## src/rtl/spq_pkg.sv

```systemverilog
`default_nettype none

package spq_pkg;

  localparam int DEPTH = 16;
  localparam int CNT_W = $clog2(DEPTH + 1);
  localparam int ID_W = 32;
  localparam int PRIO_W = 32;

  localparam logic CMD_PUSH = 1'b0;
  localparam logic CMD_POP = 1'b1;

  typedef struct packed {
    logic signed [ID_W-1:0] id;
    logic signed [PRIO_W-1:0] prio;
  } entry_t;

  typedef struct packed {
    logic push;
    logic pop;
  } ctrl_t;

endpackage

`default_nettype wire

```

## src/rtl/spq_cell.sv

```systemverilog
`default_nettype none

module spq_cell (
  input  logic            clk,
  input  spq_pkg::ctrl_t  ctrl,
  input  spq_pkg::entry_t new_entry,
  input  spq_pkg::entry_t left_entry,
  input  spq_pkg::entry_t right_entry,
  input  logic            head,
  input  logic            occupied,
  input  logic            left_hit,
  output logic            hit,
  output spq_pkg::entry_t entry
);

  spq_pkg::entry_t entry_r;
  spq_pkg::entry_t entry_nxt;
  logic            beats;

  // When occupied, the head slot is taken only by a strictly higher priority; later slots yield on ties.
  assign beats = head ? (new_entry.prio > entry_r.prio) : (new_entry.prio >= entry_r.prio);
  assign hit = !occupied || beats;

  always_comb begin
    entry_nxt = entry_r;
    if (ctrl.push) begin
      if (left_hit) begin
        entry_nxt = left_entry;
      end else if (hit) begin
        entry_nxt = new_entry;
      end
    end else if (ctrl.pop) begin
      entry_nxt = right_entry;
    end
  end

  always_ff @(posedge clk) begin
    entry_r <= entry_nxt;
  end

  assign entry = entry_r;

endmodule

`default_nettype wire

```

## src/rtl/sorted_priority_queue_core.sv

```systemverilog
// Sorted priority queue holding up to spq_pkg::DEPTH entries in a row of compare-and-shift
// cells. A transaction is taken on every cycle in which start is high; busy is always low,
// so a new push or pop may follow in the very next cycle. Every cell compares and shifts in
// parallel with its neighbors, and the result of each transaction is registered and appears
// on the out_ ports in the cycle after acceptance for exactly one cycle, marked by out_valid.
// The receiver cannot stall the block and must take every result.
`default_nettype none

module sorted_priority_queue_core (
  input  logic                              clk,
  input  logic                              rst_n,
  input  logic                              start,
  output logic                              busy,
  input  logic                              in_cmd,
  input  logic signed [spq_pkg::ID_W-1:0]   in_entry_id,
  input  logic signed [spq_pkg::PRIO_W-1:0] in_priority_req,
  output logic                              out_valid,
  output logic signed [spq_pkg::ID_W-1:0]   out_front_id,
  output logic                              out_was_empty,
  output logic                              out_dropped
);

  logic [spq_pkg::CNT_W-1:0] count_r;
  logic [spq_pkg::CNT_W-1:0] count_nxt;
  logic                      valid_r;
  logic signed [spq_pkg::ID_W-1:0] front_id_r;
  logic                      was_empty_r;
  logic                      dropped_r;

  logic                      accept;
  logic                      is_empty;
  logic                      is_full;
  spq_pkg::ctrl_t            ctrl;
  spq_pkg::entry_t           new_entry;
  spq_pkg::entry_t           cell_q [spq_pkg::DEPTH];
  logic [spq_pkg::DEPTH-1:0] hit_v;

  assign busy = 1'b0;
  assign accept = start && !busy;
  assign is_empty = (count_r == '0);
  assign is_full = (count_r == spq_pkg::CNT_W'(spq_pkg::DEPTH));

  assign ctrl.push = accept && (in_cmd == spq_pkg::CMD_PUSH) && !is_full;
  assign ctrl.pop = accept && (in_cmd == spq_pkg::CMD_POP) && !is_empty;
  assign new_entry.id = in_entry_id;
  assign new_entry.prio = in_priority_req;

  for (genvar i = 0; i < spq_pkg::DEPTH; i++) begin : g_cell
    spq_pkg::entry_t left_e;
    spq_pkg::entry_t right_e;
    logic            left_h;
    logic            occ;

    if (i == 0) begin : g_first
      assign left_e = '0;
      assign left_h = 1'b0;
    end else begin : g_mid
      assign left_e = cell_q[i-1];
      assign left_h = hit_v[i-1];
    end

    if (i == spq_pkg::DEPTH - 1) begin : g_last
      assign right_e = '0;
    end else begin : g_inner
      assign right_e = cell_q[i+1];
    end

    assign occ = (spq_pkg::CNT_W'(i) < count_r);

    spq_cell u_cell (
      .clk         (clk),
      .ctrl        (ctrl),
      .new_entry   (new_entry),
      .left_entry  (left_e),
      .right_entry (right_e),
      .head        (i == 0),
      .occupied    (occ),
      .left_hit    (left_h),
      .hit         (hit_v[i]),
      .entry       (cell_q[i])
    );
  end

  always_comb begin
    count_nxt = count_r;
    if (ctrl.push) begin
      count_nxt = count_r + 1'b1;
    end else if (ctrl.pop) begin
      count_nxt = count_r - 1'b1;
    end
  end

  always_ff @(posedge clk) begin
    if (!rst_n) begin
      count_r <= '0;
      valid_r <= 1'b0;
    end else begin
      count_r <= count_nxt;
      valid_r <= accept;
    end
  end

  always_ff @(posedge clk) begin
    front_id_r <= ctrl.pop ? cell_q[0].id : '0;
    was_empty_r <= (in_cmd == spq_pkg::CMD_POP) && is_empty;
    dropped_r <= (in_cmd == spq_pkg::CMD_PUSH) && is_full;
  end

  assign out_valid = valid_r;
  assign out_front_id = front_id_r;
  assign out_was_empty = was_empty_r;
  assign out_dropped = dropped_r;

`ifndef NO_ASSERTIONS
  a_count_bound: assert property (@(posedge clk) disable iff (!rst_n)
    count_r <= spq_pkg::CNT_W'(spq_pkg::DEPTH))
    else $error("entry count exceeds depth");

  a_result_follows: assert property (@(posedge clk) disable iff (!rst_n)
    accept |=> out_valid)
    else $error("accepted transaction produced no result");

  a_flags_exclusive: assert property (@(posedge clk) disable iff (!rst_n)
    out_valid |-> !(out_was_empty && out_dropped))
    else $error("empty and dropped flags both set");

  a_empty_id_zero: assert property (@(posedge clk) disable iff (!rst_n)
    (out_valid && out_was_empty) |-> (out_front_id == '0))
    else $error("empty pop reported a nonzero id");

  a_count_step: assert property (@(posedge clk) disable iff (!rst_n)
    (ctrl.push || ctrl.pop) |=> (count_r != $past(count_r)))
    else $error("entry count did not change on push or pop");
`endif

endmodule

`default_nettype wire

```

## config.mk

```make
export PLATFORM = sky130hd
export DESIGN_NAME = sorted_priority_queue_core
export DESIGN_NICKNAME = d
export VERILOG_FILES = /design/src/rtl/spq_pkg.sv /design/src/rtl/spq_cell.sv /design/src/rtl/sorted_priority_queue_core.sv
export SDC_FILE = /design/constraint.sdc
export NUM_CORES = 2
export LEC_CHECK = 0
export ABC_AREA = 1
export BUFFER_PORTS_ARGS = -buffer_cell sky130_fd_sc_hd__buf_2
export CAP_MARGIN = 20
export CORE_ASPECT_RATIO = 1.5
export CORE_MARGIN = 2
export CORE_UTILIZATION = 60
export DETAILED_ROUTE_END_ITERATION = 6
export PLACE_DENSITY = 0.85
export SYNTH_ARGS = -nofsm -noshare
export SYNTH_HDL_FRONTEND = slang
export SYNTH_HIERARCHICAL = 1
export SYNTH_SLANG_ARGS = --single-unit
```

## constraint.sdc

```tcl
create_clock -name clk -period 5.1 [get_ports clk]
set_input_delay 0.51 -clock clk [delete_from_list [all_inputs] [get_ports clk]]
set_output_delay 0.51 -clock clk [all_outputs]
set_load 0.03 [all_outputs]
```

==> results.ini <==
[status]
status=finished, violations left
violations=DRC

[clock_tree]
clock_sinks=1064
ctsHoldBuffers=2
clockRootBuffer=clkbuf_16
cts_buffers=103
clock_path_buffers=3
clock_latency_ps=740
htreeDepth=3
clk_pin_slew_worst_paths_ps=70
cts_setup_buffers=0
cts_tree=done
cts_resized=0

[timing]
setup_viol=0
max_freq_ghz=0.246
worst_slew_pin_slew_ps=1170
finalCriticalPeriod_ps=4060
hold_viol_final=0
fin_skew_ps=21.8
slew_headroom_pct=22.3
period_share_pct=79.7
finalSetupTns_ps=0
drv_slew=0
fin_hold_ws_ps=95.8
rsz0062_at_grt=no

[job]
drv_cap=0

[logic_synthesis]
synth_cells=8235
yosysWarnings=6
synth_area_sq_mm=0.0673
syn_area_per_cell_sq_um=8.18

[setup_path]
r2r_slack_ps=1040
r2r-start=count_r[4]
worstPathMaxFanout=192
arrival_ps=4480
rr_endpoint=g_cell[15].u_cell/entry[43]
endpoint_kind=flop
critPathKind=reg2reg
required_ps=5510
timing.critical_path.from_type=flop
reg2regPathDepth=12

[power]
ir_drop_mv=0.332
p_int_mw=18.8
power_density_mw_per_mm2=403
power.switching_mw=10.5
swShare_pct=35.8
p_leak_nw=31.5
power_frac_comb_pct=27.3
p_clk_share_pct=28.1
pwr-share-seq_pct=44.6

[route]
drt_iter0_markers=7180
antenna_left=0
drc_errors=3
vias_per_cell=6.33
routed_wl_mm=207
wl_per_cell_um=21.2
dr_total_vias=62000
dr.pass1.iters=7

[final_layout]
regArea_sq_mm=0.0316
syn_to_final_growth_pct=8.08
finalCoreUtilization_pct=65.3
fin_cells=9803
fillers=8897
insertedDiodeCount=0
multiInputGateArea_sq_mm=0.0314
final_area_sq_mm=0.0728
final_nets=8854
drive_gt1_share_pct=6.50

[die]
fp-row-count=150
die_width_um=278
dieHeight_um=414
io_pins=104
core-area_sq_mm=0.111
start_util_pct=60.4
die_area_sq_mm=0.115

[worst_hold_path]
min_from=rst_n
hold_path_depth=3
hold_class=in2reg
min_to=out_valid

[placed_design]
place_hpwl_mm=142
gp_congestion=0.917
placed_cells=9595
io_buffers=102
place_area_sq_mm=0.0690

[grt]
grt_pass1_vias=63300
grt_max_degree=290
track_usage_pct=35.0
overflow=0
antenna_found_initial=4
grt_pass1_wl_mm=323

## registers in the layout, summed over array words and instances, names as in the netlist
name / cells
g_cell.u_cell/entry: 1024
out_valid: 1
out_front_id: 32
out_dropped: 1
count_r: 5
out_was_empty: 1
## worst max path at each step
stage / from / endpoint / slack, ps / cells after the start
finish: count_r[4] / g_cell[15].u_cell/entry[43] / 1040 / 12
global placement: in_priority_req[19] / g_cell[13].u_cell/entry[42] / 1080 / 15
CTS: count_r[0] / g_cell[6].u_cell/entry[45] / 990 / 13
floorplan: count_r[0] / g_cell[8].u_cell/entry[0] / 1460 / 11
global route: count_r[4] / g_cell[15].u_cell/entry[42] / 900 / 12
detailed placement: in_priority_req[23] / g_cell[12].u_cell/entry[41] / 960 / 14
## placed cells by master, fill, tap and decap left out, types with 17 or more instances in the layout
cell	instances
nand4_1	33
conb_1	148
ha_1	516
inv_2	56
o21ai_1	111
nand2_2	46
nor2_2	17
buf_4	98
edfxtp_1	1024
nand3_1	89
dfxtp_1	40
clkbuf_16	105
o21ai_0	1994
clkinv_2	23
buf_12	21
nor2_1	1217
o21a_1	32
buf_2	102
a21oi_1	223
clkbuf_1	22
inv_1	696
nand2_1	1629
## cell type report
| class | count | area share, % |
|---|---|---|
| repair buffers | 224 | 2.36 |
| clock buffers | 130 | 3.78 |
| inverters | 755 | 3.91 |
| multi-input cells | 6122 | 43.1 |
| flip-flops and latches | 1064 | 43.3 |
| well taps | 1444 | 2.48 |
| clock inverters | 64 | 1.04 |
## power groups by stage
stage	sequential [mW]	combinational, mW	clock, mW
2_1_floorplan	12.6	5.56	0
3_3_place_gp	13.2	7.14	0
3_5_place_dp	13.2	7.61	0
4_1_cts	13.0	7.70	8.24
5_1_grt	13.2	8.94	8.53
6_report	13.1	8.01	8.23
## worst max-delay path: stages (launching register included)
cell,delay (ps)
dfxtp_1,890
inv_4,120
nor2_2,140
nand2_2,130
nand2_4,170
inv_8,320
inv_2,140
buf_4,650
nor2_1,80
nand3_1,110
nand2_1,60
inv_2,430
buf_12,350
## per-layer routing
layer	part of all wire, %	vias to the layer above	global-route usage (%)
met1	32	28700	36.1
met2	50	4100	61.9
met3	7.3	1470	4.69
met4	9.8	4	30.8
met5	0.012	-	0
li1	-	27700	-
## metrics by stage
stage / setup slack (ps) / power (mW)
after detailed placement: 963 / 20.8
after global routing: 900 / 30.6
final: 1040 / 29.3
after floorplan: 1460 / 18.1
after CTS: 989 / 29.0
after global placement: 1080 / 20.4
Power figures use the tool's default switching activity.
